**src/rtl/core/ehti_pkg.sv**
```systemverilog
// Shared types and constants for the edge hash table insert block.
package ehti_pkg;

  localparam int ADDR_WIDTH = 48;
  localparam int CTX_WIDTH = 16;
  localparam int TIME_WIDTH = 64;
  localparam int READ_BIN_WIDTH = 13;
  localparam int WAY_FIELD_WIDTH = 2;
  // wide enough for the largest supported bin count
  localparam int BIN_IDX_WIDTH = 16;
  localparam int DIGIT_BITS = 4;
  localparam int HASH_STEPS = ADDR_WIDTH / DIGIT_BITS;
  localparam int QUEUE_DEPTH = 2;
  localparam logic [READ_BIN_WIDTH-1:0] READ_BIN_MASK = 13'h1FFF;

  typedef enum logic [2:0] {
    ST_INSERTED = 3'd0,
    ST_UPDATED  = 3'd1,
    ST_DROPPED  = 3'd2,
    ST_REJECTED = 3'd3,
    ST_READ     = 3'd4
  } status_t;

  typedef enum logic [1:0] {
    OP_INSERT = 2'd0,
    OP_READ   = 2'd1,
    OP_REJECT = 2'd2
  } op_t;

  typedef struct packed {
    logic [ADDR_WIDTH-1:0] src_addr;
    logic [CTX_WIDTH-1:0]  src_ctx;
    logic [TIME_WIDTH-1:0] src_time;
    logic [ADDR_WIDTH-1:0] sink_addr;
    logic [CTX_WIDTH-1:0]  sink_ctx;
    logic [TIME_WIDTH-1:0] sink_time;
  } edge_t;

  typedef struct packed {
    op_t                        op;
    logic [BIN_IDX_WIDTH-1:0]   bin;
    logic [WAY_FIELD_WIDTH-1:0] way;
    edge_t                      data;
  } req_t;

endpackage

```
**src/rtl/core/ehti_fifo.sv**
```systemverilog
// Short request queue between the front end and the table engine.
module ehti_fifo (
  input  logic           clk,
  input  logic           rst,
  input  logic           push,
  input  ehti_pkg::req_t push_data,
  output logic           full,
  input  logic           pop,
  output ehti_pkg::req_t pop_data,
  output logic           empty
);
  import ehti_pkg::*;

  localparam int PW = (QUEUE_DEPTH > 1) ? $clog2(QUEUE_DEPTH) : 1;
  localparam int CW = $clog2(QUEUE_DEPTH + 1);

  req_t          mem [QUEUE_DEPTH];
  logic [PW-1:0] wr_ptr;
  logic [PW-1:0] rd_ptr;
  logic [CW-1:0] count;

  assign full     = count == CW'(QUEUE_DEPTH);
  assign empty    = count == '0;
  assign pop_data = mem[rd_ptr];

  always_ff @(posedge clk) begin
    if (rst) begin
      wr_ptr <= '0;
      rd_ptr <= '0;
      count  <= '0;
    end else begin
      if (push) begin
        wr_ptr <= (wr_ptr == PW'(QUEUE_DEPTH - 1)) ? '0 : wr_ptr + PW'(1);
      end
      if (pop) begin
        rd_ptr <= (rd_ptr == PW'(QUEUE_DEPTH - 1)) ? '0 : rd_ptr + PW'(1);
      end
      if (push && !pop) begin
        count <= count + CW'(1);
      end else if (pop && !push) begin
        count <= count - CW'(1);
      end
    end
    if (push) begin
      mem[wr_ptr] <= push_data;
    end
  end

  a_no_overflow: assert property (@(posedge clk) disable iff (rst) push |-> !full)
    else $error("request queue overflow");
  a_no_underflow: assert property (@(posedge clk) disable iff (rst) pop |-> !empty)
    else $error("request queue underflow");

endmodule

```
**config.mk**
```make
export PLATFORM = sky130hd
export DESIGN_NAME = ehti_fifo
export DESIGN_NICKNAME = d
export VERILOG_FILES = /design/src/rtl/core/ehti_pkg.sv /design/src/rtl/core/ehti_fifo.sv
export SDC_FILE = /design/constraint.sdc
export NUM_CORES = 1
export LEC_CHECK = 0
export ABC_AREA = 0
export BUFFER_PORTS_ARGS = -buffer_cell sky130_fd_sc_hd__buf_2
export CORE_AREA = 2 2 215 217
export CTS_CLUSTER_DIAMETER = 80
export CTS_CLUSTER_SIZE = 20
export DETAILED_ROUTE_END_ITERATION = 10
export DIE_AREA = 0 0 217 219
export PLACE_DENSITY = 0.71
export SLEW_MARGIN = 15
export SYNTH_ARGS = -nofsm -noshare
export SYNTH_HDL_FRONTEND = slang
export SYNTH_SLANG_ARGS = --single-unit
```
**constraint.sdc**
```tcl
create_clock -name clk -period 16.05 [get_ports clk]
set_clock_uncertainty 0.05 [all_clocks]
set_input_delay 0.8025 -clock clk [delete_from_list [all_inputs] [get_ports clk]]
set_output_delay 0.8025 -clock clk [all_outputs]
set_load 0.05 [all_outputs]
```
# After elaboration in Yosys (flattened, before gate mapping)
# Memories as Yosys holds them, arrays and structs flattened. A register that Yosys moved wholly into a read port is not among the register bits.
# Index checks and enable logic that the tools add are counted.
# word_totals
ram_bits,552
n_memories,1
out_inout_bits,278
in_bits,280
regBits,4
# op_classes
n_eq_ne,1
n_reduce_logical,6
addsub,4
muxes,8
# memory_table
name,depth,width,read_ports,rd_ports_with_merged_regs,write_ports,line_no,text
mem,2,276,1,1,1,ehti_fifo.sv:17,req_t mem [QUEUE_DEPTH];
# ops
cell,n
1-bit two-way mux,6
2-bit two-way mux,2
1-bit adder (second input constant),2
2-bit by 1-bit adder with 2-bit output (second input constant),1
2-bit == test (second input constant),1
1-bit logical AND,2
1-bit zero test,2
2-bit zero test,1
2-bit nonzero test,1
2-bit by 1-bit subtractor with 2-bit output (second input constant),1

# Longest topological paths before layout
# Gate-level depths: netlist of run 1.
# logic_depth
depth_word,4
mapped_depth,5
depth_no_buf,5

# Worst setup path after synthesis of run 1
# No wires, ideal clock.
# synth_timing
path_kind,in2reg
start,input push
end,"memory mem[0][0] (netlist bit), enable pin"
t_arrival_ns,12.672
setup_time_ns,0.952
required_ns,15.048
setup_slack_ns,2.376
path_stages,1
n_path_buf,0
cell_sequence,nor2b_1
# synth_between
elab_chain_cells,2
# synth_rtl
element,line_no,text
"start, declared",ehti_fifo.sv:5,"input logic push,"
1-bit two-way mux,ehti_fifo.sv:44,if (push) begin
1-bit two-way mux (not written as such),ehti_fifo.sv:45,mem[wr_ptr] <= push_data;
"end, declared",ehti_fifo.sv:17,
# No other way between the ends.

==> impl_metrics.toml, run 1 <==
[clock_tree]
htree_levels = 2
cts_root_buf = "clkbuf_16"
cts_setup_buffers = 0
cts_hold_buffers = 0
tritoncts = "yes"
cts-buffers-inserted = 36
clock-sinks = 557
cts_resized = 0
clock_path_buffers = 3
clkTransAtPathRegs_ps = 80
clock_latency_ps = 550

[routing]
route.detailed.wl_per_inst_um = 21.4
routed_wl_um = 44500
via_per_inst = 4.96
ant_nets = 0
drtIter0Drc = 574
vias = 10300
drc_errors = 0
drt_pass1_iterations = 5

[status]
status = "completed"

[timing]
finalHoldViolCount = 0
setup_viol = 0
whs_ps = 381
max_freq_mhz = 209
slew_headroom = 0.178
min_period_ps = 4770
final_max_slew_viol_count = 0
worst_pin_slew_ps = 1230
rsz0062_at_grt = "no"
fin_setup_tns_ps = 0
period_share = 0.297

[grt]
grt_max_degree = 147
grt_use_total = 0.179
antenna_found_initial = 15
grt_pass1_wl_um = 63400
grt_pass1_vias = 10700
grt_overflow = 0

[power_and_ir_drop]
power_uw = 3260
intPower_uw = 2340
combinationalPowerShare = 0.194
power.density_mw_per_mm2 = 128
p_clk_frac = 0.276
sequentialPowerShare = 0.530
ir_drop_uv = 118
p_sw_uw = 916
swShare = 0.281
p_leak_uw = 0.00997

[floorplanning]
row_count = 78
start_util = 0.468
die_x_um = 217
die_y_um = 219
dieArea_mm2 = 0.0475
core_area_mm2 = 0.0451
io_pins = 558

[place]
hpwl_um = 31400
port-buffer-count = 557
place.gp.congestion = 0.830
dp.cells = 2016

[flow_run]
maxCapViolations = 0

[cells_and_area]
area_growth_pct = 20.8
nets = 1735
drive_above_1_share = 0.606
finalNonFillerCells = 2080

[worst_setup_path]
cpPeakStageDelay_ps = 880
cp_slowest_cell = "buf_4"
critPathMaxFanout = 118
r2r_slack_ps = 13120
reg2reg_depth = 3
start_kind = "register"
critPathCaptureType = "output pin"
crit_chain = "buf_4, buf_12, mux2_4, buf_2"
critical_path_arrival_ps = 3920
path_class = "reg2out"
worstPathRequired_ps = 15200

[synthesis]
synth_area_mm2 = 0.0211
syn_nets = 1162
ys_ff_latch = 557
synth_seq_area_share = 0.790
synth_cells = 881
synth_area_per_cell_um2 = 24.0
yosys.cell_types.count = 16
yosysWarnings = 0

[worst_hold_path]
hp-class = "in2reg"
min_path_cells = 1
[final timing paths]
kind                                          start               endpoint
worst max-delay path                       register           pop_data[83]
worst min-delay path                 push_data[129]  mem[1][129]$_DFFE_PP_
worst max register to register  wr_ptr$_SDFFE_PP0P_   mem[0][30]$_DFFE_PP_
worst min register to register  rd_ptr$_SDFFE_PP0P_               register
[registers in the layout, indices dropped and copies added (netlist names), named ones only]
register	count
mem	552
wr_ptr	1
rd_ptr	1
count	2
[cells in the mapped netlist]
| library cell | number | area, um2 |
|---|---|---|
| a21oi_1 | 1 | 5.00 |
| and2_1 | 1 | 6.26 |
| buf_2 | 3 | 15.0 |
| buf_6 | 28 | 315 |
| dfxtp_1 | 5 | 100 |
| edfxtp_1 | 552 | 16600 |
| ha_1 | 1 | 12.5 |
| inv_1 | 1 | 3.75 |
| mux2_2 | 36 | 405 |
| mux2_4 | 240 | 3600 |
| nor2_1 | 5 | 18.8 |
| nor2b_1 | 2 | 12.5 |
| o21ai_0 | 1 | 5.00 |
| or3_1 | 1 | 6.26 |
| xnor2_1 | 2 | 17.5 |
| xor2_1 | 2 | 17.5 |
[power by group through the flow]
stage               combinational [uW]  sequential, uW  clock, uW
detailed placement                 634            1760          0
global route                       656            1740        976
finish                             631            1730        899
CTS                                635            1730        929
global placement                   629            1760          0
floorplan                          498            1780          0
[worst max-delay path, delay by kind of cell (launching register included)]
| kind | cells | cell delay [ps] |
|---|---|---|
| buf+inv | 3 | 1690 |
| mux | 1 | 310 |
| flops | 1 | 850 |
[placed cells by master (no fill, tap or decap), types with 2 or more instances in the layout]
master	instances
clkbuf_16	37
mux2_4	240
buf_12	2
clkinv_2	2
buf_4	7
diode_2	12
xor2_1	2
edfxtp_1	552
nor2_1	5
clkbuf_1	7
mux2_2	36
clkinv_4	2
dfxtp_1	4
buf_2	557
xnor2_1	2
[routing by layer]
| metal | track usage | part of all wire | vias to the layer above |
|---|---|---|---|
| li1 | - | - | 4648 |
| met1 | 0.202 | 0.37 | 5167 |
| met2 | 0.312 | 0.52 | 392 |
| met3 | 0.0578 | 0.081 | 98 |
| met4 | 0.0779 | 0.036 | 12 |
| met5 | 0 | 0.0014 | - |
[area by class of cell]
cell class              instances  area [um2]
clock inverters                 8         101
repair buffers                566        2880
well taps                     600         751
multi-input cells             292        4120
inverters                       1        3.75
clock buffers                  44         952
fillers                      3480       19600
diodes                         12        30.0
flip-flops and latches        557       16700
[per-stage QoR]
step	util	setup WS [ps]	instance area (um2)
after floorplan	-	2380	21100
after global placement	0.542	11900	24400
after detailed placement	0.542	11870	24400
after CTS	0.565	11240	25500
after global routing	0.566	11120	25500
final	0.566	11280	25500
[logic make-up after synthesis]
kind of cell | share of synthesized area
muxes | 0.190
adders and majority gates | 0.000592
buffers and inverters | 0.0158
DFF | 0.790
and+or+nand+nor | 0.00207
xor gates and xnor gates | 0.00166
AOI/OAI and AO/OA | 0.000473
(Power assumes the default switching activity.)
==> run 2, diff against run 1 <==
ABC_AREA = 1   (was 0)
CORE_AREA = 2 2 220 222   (was 2 2 215 217)
DIE_AREA = 0 0 222 224   (was 0 0 217 219)
clock period = 3.9 ns   (was 16.05 ns; I/O delays follow)
==> run 2 against run 1 <==
Via count rose by 13%. Synthesized cell count rose by 1.2%. Setup slack got worse by 10000 ps. Combinational power rose to 4.3 times the previous value. Largest power group unchanged. Die area rose by 4.6%. Sequential share of layout area fell by 6.7 points. Critical path depth fell by 1. Flip-flop and latch count did not move.
==> impl_metrics.toml, run 2 <==
[routing]
ant_nets = 0
routed_wl_um = 48800
drtIter0Drc = 667
route.detailed.wl_per_inst_um = 20.5
drt_pass1_iterations = 4
via_per_inst = 4.88
vias = 11600
drc_errors = 0

[grt]
grt_pass1_wl_um = 71900
grt_max_degree = 109
antenna_found_initial = 4
grt_overflow = 0
grt_pass1_vias = 12500
grt_use_total = 0.189

[status]
status = "completed"

[timing]
slew_headroom = 0.490
period_share = 0.718
worst_pin_slew_ps = 764
rsz0062_at_grt = "no"
setup_viol = 0
finalHoldViolCount = 0
final_max_slew_viol_count = 0
whs_ps = 314
min_period_ps = 2800
max_freq_mhz = 357

[floorplanning]
row_count = 80
start_util = 0.447
io_pins = 558
dieArea_mm2 = 0.0497
die_x_um = 222
core_area_mm2 = 0.0473
die_y_um = 224

[power_and_ir_drop]
power_uw = 13400
p_clk_frac = 0.271
intPower_uw = 9700
combinationalPowerShare = 0.204
p_sw_uw = 3700
ir_drop_uv = 369
power.density_mw_per_mm2 = 471
sequentialPowerShare = 0.525
swShare = 0.276
p_leak_uw = 0.0112

[clock_tree]
tritoncts = "yes"
clock-sinks = 557
cts_setup_buffers = 0
cts_hold_buffers = 280
cts_resized = 0
clock_latency_ps = 540
cts-buffers-inserted = 34
clock_path_buffers = 3
cts_root_buf = "clkbuf_16"
htree_levels = 2
clkTransAtPathRegs_ps = 80

[synthesis]
synth-edff-count = 552
synth_area_mm2 = 0.0211
synth_ff_type = "edfxtp_1"
async_reset_ff_frac = 0
yosysWarnings = 0
synth_top_area_cell = "edfxtp_1"
synth_cells = 892
yosys.cell_types.count = 16
synthTopCellsByArea = "edfxtp_1, mux2_4, mux2_2"
syn_nets = 1173
yosys-top-cells-count = "edfxtp_1, mux2_4, mux2_2"
synth_top_area_share = 0.784
ys_ff_latch = 557
synth_most_common_cell = "edfxtp_1"
synth_seq_area_share = 0.789
synth_area_per_cell_um2 = 23.7

[worst_setup_path]
critical_path_arrival_ps = 2560
r2r_slack_ps = 1940
start_kind = "register"
path_class = "reg2out"
critPathMaxFanout = 38
critPathCaptureType = "output pin"
worstPathRequired_ps = 3650

[cells_and_area]
largest_reg_flops = 552
drive_above_1_share = 0.509
most-common-layout-cells = "buf_2, edfxtp_1, dlygate4sd3_1"
top_regs = "mem (552), count (2)"
final_area_mm2 = 0.0284
final_util = 0.601
area_growth_pct = 34.5
mostFrequentLayoutCell = "buf_2"
top_register = "mem"
nets = 2035

[place]
post_dp_cell_area_mm2 = 0.0246
place.gp.congestion = 0.821
hpwl_um = 31000
port-buffer-count = 557

[worst_hold_path]
hp-class = "in2reg"

[flow_run]
maxCapViolations = 0
[run 2: changes by cell type after synthesis]
cell     previous run  this run
and2_1              1         0
nor2b_1             2         0
nor3_1              0         1
nor2_1              5         7
xor2_1              2         0
or3_1               1         0
nand2_1             0         5
xnor2_1             2         1
nand3_1             0         1
inv_1               1         9
nand4_1             0         1
[run 2: layout make-up]
| type | count | area (um2) |
|---|---|---|
| clock inverter | 3 | 51.3 |
| timing repair buffer | 857 | 5830 |
| sequential | 557 | 16700 |
| tap | 615 | 769 |
| multi-input combinational | 295 | 4110 |
| fill | 3347 | 18900 |
| antenna | 3 | 7.51 |
| clock buffer | 44 | 952 |
| inverter | 9 | 37.5 |
[run 2: cell families (layout without fill, tap and decap cells)]
logic type,count (synthesis),in the layout,share of synthesized area
other,0,3,0
AND/OR/NAND/NOR,15,15,0.00290
AO/OA/AOI/OAI,2,2,0.000473
multiplexers,276,276,0.190
adder cells (fa/ha/maj),1,1,0.000592
flip-flops,557,557,0.789
XOR/XNOR,1,1,0.000414
buffers and inverters,40,913,0.0172
[run 2: power by group through the flow]
| stage | registers (uW) | logic [uW] | clock network [uW] |
|---|---|---|---|
| after floorplan | 7160 | 1930 | 0 |
| final | 7030 | 2730 | 3630 |
| after global routing | 7060 | 2830 | 3900 |
| after global placement | 7150 | 2460 | 0 |
| after CTS | 7030 | 2720 | 3720 |
| after detailed placement | 7170 | 2480 | 0 |
[run 2: critical path, stage by stage (launching register included)]
cell and delay [ps]:
dfxtp_4 850, buf_4 560, mux2_4 350, buf_2 220
[run 2: metal layers]
layer	global-route usage	vias to the layer above	routed length [um]
li1	-	5238	-
met1	0.212	5817	18100
met2	0.345	464	25500
met3	0.0459	101	3420
met4	0.0817	2	1790
met5	0	-	6
[run 2: per-stage QoR]
| stage | worst slack (ps) | instances | setup TNS, ps |
|---|---|---|---|
| floorplan | -1080 | 892 | -562740 |
| global placement | 1710 | 2053 | 0 |
| detailed placement | 1670 | 2053 | 0 |
| CTS | 1070 | 2380 | 0 |
| global route | 1000 | 2383 | 0 |
| finish | 1100 | 2383 | 0 |
[run 2: worst paths after layout]
check / from / end / depth (start not counted)
setup reg to reg: wr_ptr$_SDFFE_PP0P_ / mem[0][257]$_DFFE_PP_ / 2
hold reg to reg: rd_ptr$_SDFFE_PP0P_ / rd_ptr$_SDFFE_PP0P_ / 2
hold / removal: push_data[220] / mem[1][220]$_DFFE_PP_ / 2
setup / recovery: register / pop_data[93] / 3
