### config.mk
export PLATFORM = sky130hd
export DESIGN_NAME = ehti_front
export DESIGN_NICKNAME = d
export VERILOG_FILES = /design/src/rtl/core/ehti_pkg.sv /design/src/rtl/core/ehti_front.sv
export SDC_FILE = /design/constraint.sdc
export NUM_CORES = 1
export LEC_CHECK = 0
export BUFFER_PORTS_ARGS = -buffer_cell sky130_fd_sc_hd__buf_2
export CAP_MARGIN = 10
export CORE_AREA = 2 2 215 217
export DETAILED_ROUTE_END_ITERATION = 10
export DIE_AREA = 0 0 217 219
export PLACE_DENSITY = 0.48
export SETUP_SLACK_MARGIN = 0.2
export SYNTH_ARGS = -nofsm -noshare
export SYNTH_HDL_FRONTEND = slang
export SYNTH_SLANG_ARGS = --single-unit
### constraint.sdc
create_clock -name clk -period 19.46 [get_ports clk]
set_input_delay 3.892 -clock clk [delete_from_list [all_inputs] [get_ports clk]]
set_output_delay 3.892 -clock clk [all_outputs]
set_load 0.02 [all_outputs]
### src/rtl/core/ehti_pkg.sv
// Shared types and constants for the edge hash table insert block.
package ehti_pkg;

  localparam int ADDR_WIDTH = 48;
  localparam int CTX_WIDTH = 16;
  localparam int TIME_WIDTH = 64;
  localparam int READ_BIN_WIDTH = 13;
  localparam int WAY_FIELD_WIDTH = 2;
  // wide enough for the largest supported bin count
  localparam int BIN_IDX_WIDTH = 16;
  localparam int DIGIT_BITS = 4;
  localparam int HASH_STEPS = ADDR_WIDTH / DIGIT_BITS;
  localparam int QUEUE_DEPTH = 2;
  localparam logic [READ_BIN_WIDTH-1:0] READ_BIN_MASK = 13'h1FFF;

  typedef enum logic [2:0] {
    ST_INSERTED = 3'd0,
    ST_UPDATED  = 3'd1,
    ST_DROPPED  = 3'd2,
    ST_REJECTED = 3'd3,
    ST_READ     = 3'd4
  } status_t;

  typedef enum logic [1:0] {
    OP_INSERT = 2'd0,
    OP_READ   = 2'd1,
    OP_REJECT = 2'd2
  } op_t;

  typedef struct packed {
    logic [ADDR_WIDTH-1:0] src_addr;
    logic [CTX_WIDTH-1:0]  src_ctx;
    logic [TIME_WIDTH-1:0] src_time;
    logic [ADDR_WIDTH-1:0] sink_addr;
    logic [CTX_WIDTH-1:0]  sink_ctx;
    logic [TIME_WIDTH-1:0] sink_time;
  } edge_t;

  typedef struct packed {
    op_t                        op;
    logic [BIN_IDX_WIDTH-1:0]   bin;
    logic [WAY_FIELD_WIDTH-1:0] way;
    edge_t                      data;
  } req_t;

endpackage

### src/rtl/core/ehti_front.sv
// Front end: takes requests, classifies them and computes the bin number.
module ehti_front #(
  parameter int BIN_COUNT = 8192
) (
  input  logic                                   clk,
  input  logic                                   rst,
  input  logic                                   clearing,
  input  logic                                   in_valid,
  output logic                                   in_ready,
  input  logic                                   kind,
  input  logic [ehti_pkg::ADDR_WIDTH-1:0]        src_addr,
  input  logic [ehti_pkg::CTX_WIDTH-1:0]         src_ctx,
  input  logic [ehti_pkg::TIME_WIDTH-1:0]        src_time,
  input  logic [ehti_pkg::ADDR_WIDTH-1:0]        sink_addr,
  input  logic [ehti_pkg::CTX_WIDTH-1:0]         sink_ctx,
  input  logic [ehti_pkg::TIME_WIDTH-1:0]        sink_time,
  input  logic [ehti_pkg::READ_BIN_WIDTH-1:0]    read_bin,
  input  logic [ehti_pkg::WAY_FIELD_WIDTH-1:0]   read_way,
  output logic                                   push,
  output ehti_pkg::req_t                         push_data,
  input  logic                                   q_full
);
  import ehti_pkg::*;

  localparam int BW = $clog2(BIN_COUNT);
  localparam bit POW2 = (BIN_COUNT & (BIN_COUNT - 1)) == 0;

  logic                  accept;
  logic                  hold_valid;
  req_t                  hold;
  req_t                  req_in;
  logic [ADDR_WIDTH-1:0] key_in;
  logic [BW-1:0]         bin;
  logic                  bin_ready;

  assign accept   = in_valid && in_ready;
  assign push     = hold_valid && bin_ready && !q_full;
  assign in_ready = !clearing && (!hold_valid || push);

  always_comb begin
    req_in.data.src_addr  = src_addr;
    req_in.data.src_ctx   = src_ctx;
    req_in.data.src_time  = src_time;
    req_in.data.sink_addr = sink_addr;
    req_in.data.sink_ctx  = sink_ctx;
    req_in.data.sink_time = sink_time;
    req_in.way            = read_way;
    req_in.bin            = '0;
    if (kind) begin
      req_in.op = OP_READ;
    end else if (src_addr == '0) begin
      req_in.op = OP_REJECT;
    end else begin
      req_in.op = OP_INSERT;
    end
    if (kind) begin
      key_in = ADDR_WIDTH'(read_bin & READ_BIN_MASK);
    end else begin
      key_in = src_addr ^ sink_addr;
    end
  end

  always_ff @(posedge clk) begin
    if (rst) begin
      hold_valid <= 1'b0;
    end else if (accept) begin
      hold_valid <= 1'b1;
    end else if (push) begin
      hold_valid <= 1'b0;
    end
    if (accept) begin
      hold <= req_in;
    end
  end

  generate
    if (POW2) begin : g_mask
      logic [ADDR_WIDTH-1:0] key;

      always_ff @(posedge clk) begin
        if (accept) begin
          key <= key_in;
        end
      end

      assign bin       = key[BW-1:0];
      assign bin_ready = 1'b1;
    end else begin : g_rem
      // residue fold: each nibble times its weight 16^i mod BIN_COUNT, reduced
      // per nibble; the partial residues are registered, then summed and reduced
      localparam int PW = BW + DIGIT_BITS;
      localparam logic [PW-1:0] MODV = PW'(BIN_COUNT);

      logic [ADDR_WIDTH-1:0] key;
      logic                  key_ok;
      logic [BW-1:0]         part      [HASH_STEPS];
      logic [BW-1:0]         part_next [HASH_STEPS];
      logic [BW-1:0]         rem;

      function automatic logic [BW-1:0] nibble_weight(int pos);
        logic [PW-1:0] wgt;
        wgt = PW'(1);
        for (int j = 0; j < pos * DIGIT_BITS; j++) begin
          wgt = wgt << 1;
          if (wgt >= MODV) begin
            wgt = wgt - MODV;
          end
        end
        return wgt[BW-1:0];
      endfunction

      function automatic logic [BW-1:0] fold_nibble(logic [DIGIT_BITS-1:0] nib,
                                                    logic [BW-1:0] wgt);
        logic [PW-1:0] prod;
        prod = PW'(nib) * PW'(wgt);
        for (int s = DIGIT_BITS - 1; s >= 0; s--) begin
          if (prod >= (MODV << s)) begin
            prod = prod - (MODV << s);
          end
        end
        return prod[BW-1:0];
      endfunction

      for (genvar i = 0; i < HASH_STEPS; i++) begin : g_nib
        localparam logic [BW-1:0] WGT = nibble_weight(i);
        assign part_next[i] = fold_nibble(key[i*DIGIT_BITS +: DIGIT_BITS], WGT);
      end

      always_ff @(posedge clk) begin
        if (rst) begin
          key_ok <= 1'b0;
        end else begin
          key_ok <= !accept;
        end
        if (accept) begin
          key <= key_in;
        end
        for (int i = 0; i < HASH_STEPS; i++) begin
          part[i] <= part_next[i];
        end
      end

      always_comb begin
        logic [PW-1:0] acc;
        acc = '0;
        for (int i = 0; i < HASH_STEPS; i++) begin
          acc = acc + PW'(part[i]);
        end
        for (int s = DIGIT_BITS - 1; s >= 0; s--) begin
          if (acc >= (MODV << s)) begin
            acc = acc - (MODV << s);
          end
        end
        rem = acc[BW-1:0];
      end

      assign bin       = rem;
      assign bin_ready = key_ok;
    end
  endgenerate

  always_comb begin
    push_data     = hold;
    push_data.bin = BIN_IDX_WIDTH'(bin);
  end

endmodule

Word-level counts from Yosys, hierarchy flattened
Index checks and enable logic that the tools add are counted.
- bitwise gates (word level): 1
- muxes and demuxes: 4
- reduce and logical (&&, ||, !) cells: 9
- operators with widths (kind ; number):
    48-bit zero test ; 1
    13-bit 2-to-1 mux ; 1
    13-bit XOR ; 1
    1-bit logical AND ; 3
    1-bit zero test ; 3
    1-bit 2-to-1 mux ; 2
    2-bit 2-to-1 mux ; 1
    2-bit nonzero test ; 1
    1-bit logical OR ; 1
- register bits after elaboration: 274

Depth between registers and ports, before layout
Gate-level depths: netlist of run 1.
- word-level depth: 6
- mapped depth: 4

Worst setup path before layout of run 1
Ideal clock, no wire load.
- kind: in2reg
- start point: input port q_full
- end point: register g_mask.key[0] (enable)
- arrival time: 10591 ps
- setup slack: 8202 ps
- required time: 18792 ps
- cell stages on the path: 2
- path buffers: 0
- cells stage by stage: a21oi_1 -> and2_1
- cells in the longest elaborated chain, start to end: 5
- ends and longest elaborated chain (item ; line ; text):
    start, declared ; ehti_front.sv:21 ; input logic q_full
    1-bit zero test ; ehti_front.sv:37 ; assign push = hold_valid && bin_ready && !q_full;
    1-bit logical AND ; ehti_front.sv:37 ;
    1-bit logical OR ; ehti_front.sv:38 ; assign in_ready = !clearing && (!hold_valid || push);
    1-bit logical AND ; ehti_front.sv:38 ;
    1-bit logical AND ; ehti_front.sv:36 ; assign accept = in_valid && in_ready;
    via accept ; ehti_front.sv:28 ; logic accept;
    end signal, assigned ; ehti_front.sv:82 ; key <= key_in;
    end, declared ; ehti_front.sv:78 ; logic [ADDR_WIDTH-1:0] key;
The timed path passes the listed nets, and every way through them passes these cells.
A chain may end at the register's enable or synchronous reset.

Final worst setup path of run 1
- start point: input port q_full
- end point: output port in_ready
- cells in the longest elaborated chain, start to end: 4
- ends and longest elaborated chain (item ; line ; text):
    1-bit zero test ; ehti_front.sv:37 ;
    1-bit logical AND ; ehti_front.sv:37 ;
    1-bit logical OR ; ehti_front.sv:38 ;
    1-bit logical AND ; ehti_front.sv:38 ;
    end, declared ; ehti_front.sv:9 ; output logic in_ready,
Every way passes these cells.

==> results of run 1 <==
==> per-layer routing <==
metal | vias up | share of wire (%) | global-route usage, %
li1 | 2538 | - | -
met1 | 2624 | 37 | 11.5
met2 | 297 | 50 | 17.6
met3 | 40 | 11 | 4.41
met4 | 4 | 2.3 | 2.69
met5 | - | 0.11 | 0
==> state kept, by name, indices dropped and copies added, names as in the netlist <==
signal and cells:
push_data 260, g_mask.key 13, hold_valid 1
==> worst reg2reg max path, cell delays in order, from the launching register on <==
cell,delay (ns)
sky130_fd_sc_hd__dfxtp_1,0.32
sky130_fd_sc_hd__a21oi_1,0.20
sky130_fd_sc_hd__and2_4,0.78
sky130_fd_sc_hd__buf_4,0.89
sky130_fd_sc_hd__buf_4,0.90
==> final cells by class <==
| class | instances | area, µm² |
|---|---|---|
| clock buffers | 39 | 806 |
| clock inverters | 18 | 138 |
| fillers | 4638 | 32000 |
| multi-input cells | 65 | 409 |
| flip-flops and latches | 274 | 8220 |
| well taps | 600 | 751 |
| repair buffers | 554 | 2780 |
==> final timing paths <==
path	start	endpoint	cells after the start
worst min register to register	hold_valid	hold_valid	2
worst max register to register	hold_valid	push_data[256]	4
worst max-delay path	q_full	in_ready	3
worst min-delay path	hold_valid	hold_valid	2
==> cell families (layout without fill, tap and decap cells) <==
kind of cell              after synthesis  in the layout
other                                   1              3
buffers and inverters                   6            611
and+or+nand+nor                        34             34
xor gates and xnor gates               13             13
AOI/OAI and AO/OA                      15             15
DFF                                   274            274
==> layout by cell type, fill, tap and decap left out, drive strengths merged <==
cell,count
a21oi,1
a22oi,1
and2,1
buf,554
bufinv,2
clkbuf,39
clkinv,14
clkinvlp,2
conb,3
dfxtp,1
edfxtp,273
nand2,14
nand3,1
nand4,2
nor2,2
nor2b,1
nor3,1
nor4,12
o21ai,13
xnor2,13
==> power by group through the flow <==
stage	Sequential, W	Clock (W)	Combinational (W)
after global routing	0.000690	0.000585	0.000116
final	0.000688	0.000544	0.000108
after CTS	0.000688	0.000563	0.000110
after global placement	0.000700	0	0.000109
after floorplan	0.000740	0	0.0000149
after detailed placement	0.000700	0	0.000111
==> through the flow <==
| step | utilization, % | cell area [µm²] |
|---|---|---|
| 2_1_floorplan | - | 8660 |
| 3_3_place_gp | 27.0 | 12200 |
| 3_5_place_dp | 27.0 | 12200 |
| 4_1_cts | 29.1 | 13100 |
| 5_1_grt | 29.1 | 13100 |
| 6_report | 29.1 | 13100 |
==> impl.org, run 1 <==
** Clocking
- After clock tree synthesis, the repair step resized 0 gates.
- Clock-pin slew was measured on the worst setup and hold paths at 0.06 ns.
- TritonCTS built the clock tree.
- Root Buffer Master :: sky130_fd_sc_hd__clkbuf_16
- In this run, CTS created clock tree buffers numbering 31.
- CTS saw 274 sinks.
- In this run the number of H-tree levels came out at 1.
- The number of setup buffers added after CTS is 0.
- Buffers inserted to repair hold after CTS numbered 0.
- Buffer levels on the longest clock path :: 3
- Clk Latency, worst-skew pair :: 0.56 ns

** Synth
- Summed instance area of the synthesized netlist :: 8650 µm²
- EDFF count, synth :: 273
- Summing the areas of all xor and xnor instances in the mapped netlist gives 1.32% of the synthesized area.
- Fraction of the mapped netlist area in compound gates :: 0.897%
- Number of register bits inferred by synthesis :: 274
- Yosys cell types :: 20
- Leading cell types by count after synthesis :: 273 x sky130_fd_sc_hd__edfxtp_1, 14 x sky130_fd_sc_hd__nand2_1, 13 x sky130_fd_sc_hd__o21ai_0, 13 x sky130_fd_sc_hd__xnor2_1, 8 x sky130_fd_sc_hd__nor4_1
- Largest family of logic cells by synthesized area :: simple AND/OR/NAND/NOR gates
- The biggest area contributor in the post-synthesis netlist is sky130_fd_sc_hd__edfxtp_1.
- Yosys printed 0 warnings.
- Summing the areas of all and, or, nand and nor instances in the mapped netlist gives 2.36% of the synthesized area.
- The most used flip-flop cell after synthesis is sky130_fd_sc_hd__edfxtp_1.
- The most common cell in the synthesized netlist is sky130_fd_sc_hd__edfxtp_1.
- Portion of the post-synthesis area used by sequential elements :: 95.0%
- Post-synthesis cell count :: 343
- After synthesis, the largest area contributor takes up 94.8% of total cell area.
- Post-synthesis share of cell area spent on full adders, half adders and majority gates :: 0%
- Ranked by total cell area, the synthesized netlist is headed by sky130_fd_sc_hd__edfxtp_1 95%, sky130_fd_sc_hd__xnor2_1 1.3%, sky130_fd_sc_hd__o21ai_0 0.75%, sky130_fd_sc_hd__nand2_1 0.61%, sky130_fd_sc_hd__nor4_1 0.58%.
- Mux share of post-synthesis cell area :: 0%
- Asr flop ratio synth :: 0%
- Synthesized area per cell :: 25.2 µm²

** Setup path
- The worst setup path is launched from an input pin.
- The signal on the critical path passes through buf_2, a21oi_1, buf_2.
- The kind of cell with the highest combined delay along the critical path is buffers and inverters.
- Arrival time of data at the critical path endpoint :: 4.43 ns
- Critical path endpoint category :: output pin
- Among the stages of the critical path, the cell type that occurs most often is sky130_fd_sc_hd__buf_2.
- Crit-path slowest cell :: sky130_fd_sc_hd__a21oi_1
- Crit Path Category :: in2out
- Required time of the worst setup path :: 15.57 ns
- Flop2flop setup slack :: 15.93 ns
- The number of buffers and inverters on the critical path is 2.
- CP max FO :: 3
- For this run, the slowest stage of the critical path takes 0.21 ns.

** Timing
- Fin crit period :: 8.32 ns
- Worst clock skew :: 0.00926 ns
- Final Setup Violations :: 0
- Final critical-path share of the clock period :: 42.7%
- Fin. Hold Viols :: 0
- Across all setup checks in the final design, the least slack found is 11.14 ns.
- Setup TNS :: 0 ns
- RSZ-0062 raised after global routing :: false
- The count of final max-slew check failures is 0.
- Derived from the worst setup path, the maximum achievable clock frequency is 120 MHz.
- Final hold analysis gives a worst-case slack of 0.579 ns.
- For the pin with the worst max-slew slack, the measured transition is 0.957 ns.
- The worst pin sits at a relative slew slack of 36.2%.

** Finish
- The finished layout holds 1550 standard cells, fillers aside.
- Relative to the synthesized area, the layout overhead comes to 51.4%.
- Fraction of layout instances using a drive strength above 1 :: 63.4%
- 0 antenna diodes ended up in the layout.
- Layout Nets :: 1203

** Run status
- The run finished with clean final reports.

** Detailed routing
- First-pass DRT Iterations :: 4
- Wire per inst :: 17.0 µm
- The final route contains 5503 vias.
- Average vias per placed instance :: 3.55
- Final WL :: 26400 µm
- Number of nets with antenna violations after routing :: 0
- For this run, design rule violations remaining after detail routing come to 0.
- Violation count after the first detailed-route iteration :: 286

** Place
- After legalization and detailed placement, the total HPWL measured 20600 µm.
- Counting tap cells, the placed design contains a total of 1493 instances.
- OpenSTA, run right after detailed placement, puts the worst setup slack at 11.15 ns.
- Routability-driven placement finished with a final weighted congestion of 0.744.
- Quantity of I/O buffers inserted on ports :: 551

** Global routing
- After global routing the overflow that remains totals 0.
- Wire length of the first global-routing pass :: 35700 µm
- Entering global routing, the biggest net connects 74 pins.
- Number of antenna violations at the first check in global routing :: 3
- The number of global-route vias before repair came to 5655.
- Global routing consumed, over all layers together, 10.2% of the routing resources.

** Pwr
- Combinational share of power :: 8.1%
- Net switching is 22.6% of the power.
- The share of total power dissipated in the clock network is 40.6%.
- IR Drop Worst-Case VDD :: 60.2 µV
- Leakage power :: 5.32 nW
- Dividing total power by cell area gives a power density of 102 nW/µm².
- Cell internal power was estimated by the tool at 0.00104 W.
- PnR Total Power :: 0.00134 W
- Sequential share of power :: 51.3%
- Sw power :: 0.000303 W

** Die
- The region available for standard cell placement spans 45100 µm².
- The initial utilization of the core area, before any placement, comes to 19.2%.
- Placement Rows :: 78
- Die Span Y :: 219 µm
- Die Width :: 217 µm
- Die Area :: 47500 µm²
- Number of primary I/O pins :: 555

** Flow run
- Max Cap Violations :: 0

** Min path
- The min-delay analysis places its worst path in the category reg2reg.
Power figures use the tool's default switching activity.
==> run 2, diff against run 1 <==
==> constraint.sdc (replaced) <==
create_clock -name clk -period 8.5 [get_ports clk]
set_input_delay 1.7 -clock clk [delete_from_list [all_inputs] [get_ports clk]]
set_output_delay 1.7 -clock clk [all_outputs]
set_load 0.02 [all_outputs]
==> run 2 against run 1 <==
Final area decreased by 0.12%; critical path type unchanged; sequential power increased by 130%; wire length increased by 1.2%; highest routed layer unchanged; total power increased by 130%; count of clock-buffer cells in the layout unchanged; register-to-register slack got worse by 10 ns; critical endpoint unchanged.
==> impl.org, run 2 (synthesis results as in run 1) <==
** Global routing
- Number of antenna violations at the first check in global routing :: 2 (-1)
- The global-route wire length before repair came to 35900 µm (+0.54%).
- Total global-route track usage :: 10.2% (+0.051 points)
- The number of global-route vias before repair came to 5564 (-1.6%).
- The global route total overflow was 0 (unchanged).
- Maximum number of pins on one net before global-route repair :: 147 (+99%)

** Setup path
- The arrival time of data at the critical path endpoint was 2.25 ns (-2.18 ns).
- STA classifies the critical path startpoint as an input pin.
- CP max FO :: 3 (unchanged)
- Among all stages on the critical path, the largest delay is contributed by sky130_fd_sc_hd__a21oi_1.
- Cell-by-cell listing of the critical path :: buf_2, a21oi_1, buf_2
- Stage delay of the slowest cell on the critical path :: 0.23 ns (+0.02 ns)
- Crit Path Category :: in2out
- STA classifies the critical path endpoint as an output pin.
- By instance count, the cell type seen most on the critical path is sky130_fd_sc_hd__buf_2.
- Required time of the worst setup path :: 6.80 ns (-8.77 ns)

** Run status
- The run finished with clean final reports.

** Clocking
- Number of sinks on the clock net :: 274 (unchanged)
- CTS tree :: built
- Buffer levels on the longest clock path :: 3 (unchanged)
- The clock buffer count from CTS is 31 (unchanged).
- The H-tree level count was 1 (unchanged).
- The number of buffers inserted by hold repair at cts is 0 (unchanged).
- The count of buffers added by post-CTS timing repair for setup is 0 (unchanged).
- Register clock-pin slew on the reported worst setup and hold paths :: 0.05 ns (about the same)
- Clk Latency, worst-skew pair :: 0.55 ns (about the same)
- The number of resized instances in the post-cts repair step was 0 (unchanged).
- The cell sitting at the root of the clock tree is a sky130_fd_sc_hd__clkbuf_16.

** Detailed routing
- The final routed wire length divided by cell count was 17.3 µm (+1.8%).
- The number of nets with antenna violations after detailed routing is 0 (unchanged).
- Average vias per placed instance :: 3.60 (+1.3%)
- The total number of vias came to 5541 (+0.69%).
- Violation count after the first detailed-route iteration :: 233 (-19%)
- The DRC violations left is 0 (unchanged).
- The final wirelength is 26700 µm (+1.2%).
- The number of iterations in the first detailed-routing pass came to 4 (unchanged).

** Finish
- Leaving out fill and tap cells, the most frequent cell in the layout is sky130_fd_sc_hd__buf_2.
- The number of inserted filler cells in the final layout is 4626 (-0.26%).
- The library cells used most frequently in the layout, excluding fill and tap cells, are 551 x sky130_fd_sc_hd__buf_2, 273 x sky130_fd_sc_hd__edfxtp_1, 31 x sky130_fd_sc_hd__clkbuf_16, 14 x sky130_fd_sc_hd__nand2_1.
- The number of flip-flops under the largest register name came to 260 (unchanged).
- The total number of nets in the final design is 1202 (-0.083%).
- The area growth from synthesis to layout is 51.2%.
- Fraction of layout instances using a drive strength above 1 :: 63.3% (-0.11 points)

** Place
- The number of buffers added on ports was 551 (unchanged).
- The final weighted congestion in routability-driven placement is 0.792 (+6.4%).
- The half-perimeter wire length of the detailed placement result came to 21000 µm (+2.1%).

** Min path
- Hold WC Path Type :: reg2reg

** Die
- Die Width :: 217 µm (unchanged)
- The initial cell density of the core was 19.2% (unchanged).
- Die Area :: 47500 µm² (unchanged)
- Core footprint :: 45100 µm² (unchanged)
- The y dimension of the die was 219 µm (unchanged).
- The count of standard-cell rows came to 78 (unchanged).
- Number of primary I/O pins :: 555 (unchanged)

** Timing
- The measured slew at the worst slew-check pin is 1.04 ns (+0.0786 ns).
- Based on the critical path, the design can be clocked at up to 253 MHz.
- The summed negative setup slack over all endpoints is 0 ns (unchanged).
- Setup repair after global routing left no endpoint under its margin.
- Final Setup Violations :: 0 (unchanged)
- The worst-case hold slack was 0.539 ns (-0.0395 ns).
- The worst path needs 3.95 ns of the cycle, external delays included.
- Fin. Hold Viols :: 0 (unchanged)
- Dividing the final minimum period by the clock period gives 46.5%.
- The worst clock skew on the final layout is 0.00520 ns (-0.00407 ns).
- Fin. max-slew vios :: 0 (unchanged)
- Worst max-slew margin expressed relative to the limit :: 30.9% (-5.2 points)

** Pwr
- The maximum vdd ir drop came to 111 µV (+85%).
- Power per cell area :: 234 nW/µm² (+130%)
- The reported leakage power was 5.30 nW (-0.37%).

** Flow run
- The total of max-cap violations came to 0 (unchanged).
==> run 2: per-layer routing <==
layer	part of all wire [%]	GRT usage, %	wire length [µm]
met1	38	11.9	10100
met2	50	17.8	13400
met3	9.2	3.16	2470
met4	2.7	3.79	709
met5	0.049	0	13
==> run 2: stage by stage <==
step | power (W) | worst slack [ns] | cell area (µm²) | std cells | utilization [%]
detailed placement | 0.00186 | 4.39 | 12200 | 1492 | 27.0
CTS | 0.00312 | 4.55 | 13100 | 1539 | 29.0
global route | 0.00318 | 4.51 | 13100 | 1540 | 29.0
finish | 0.00306 | 4.55 | 13100 | 1540 | 29.0
global placement | 0.00186 | 4.45 | 12200 | 1492 | 27.0
floorplan | 0.00172 | 2.46 | 8660 | 345 | -
==> run 2: worst max-delay path, delay by kind of cell <==
family | cells | cell delay (ns)
buffers and inverters | 2 | 0.32
AOI/OAI and AO/OA | 1 | 0.23
==> run 2: cell type report <==
cell class                 instances  area (µm²)  share of cell area (%)
tap                              600         751                    5.74
timing repair buffer             553        2790                    21.3
clock buffer                      39         806                    6.16
antenna                            1        2.50                  0.0191
multi-input combinational         65         409                    3.13
sequential                       274        8220                    62.8
clock inverter                     8         114                   0.870
==> run 2: where the power goes <==
group	internal (W)	switching [W]
sequential	0.00156	0.0000146
combinational	0.0000884	0.000160
clock	0.000746	0.000489
total	0.00240	0.000664
==> run 2: path summary, 6_finish.rpt <==
| check | startpoint | to | slack [ns] | cells past startpoint |
|---|---|---|---|---|
| max | q_full | in_ready | 4.55 | 3 |
| min | hold_valid | hold_valid | 0.54 | 2 |
| max reg2reg | hold_valid | push_data[236] | 5.96 | 3 |
| min reg2reg | hold_valid | hold_valid | 0.54 | 2 |
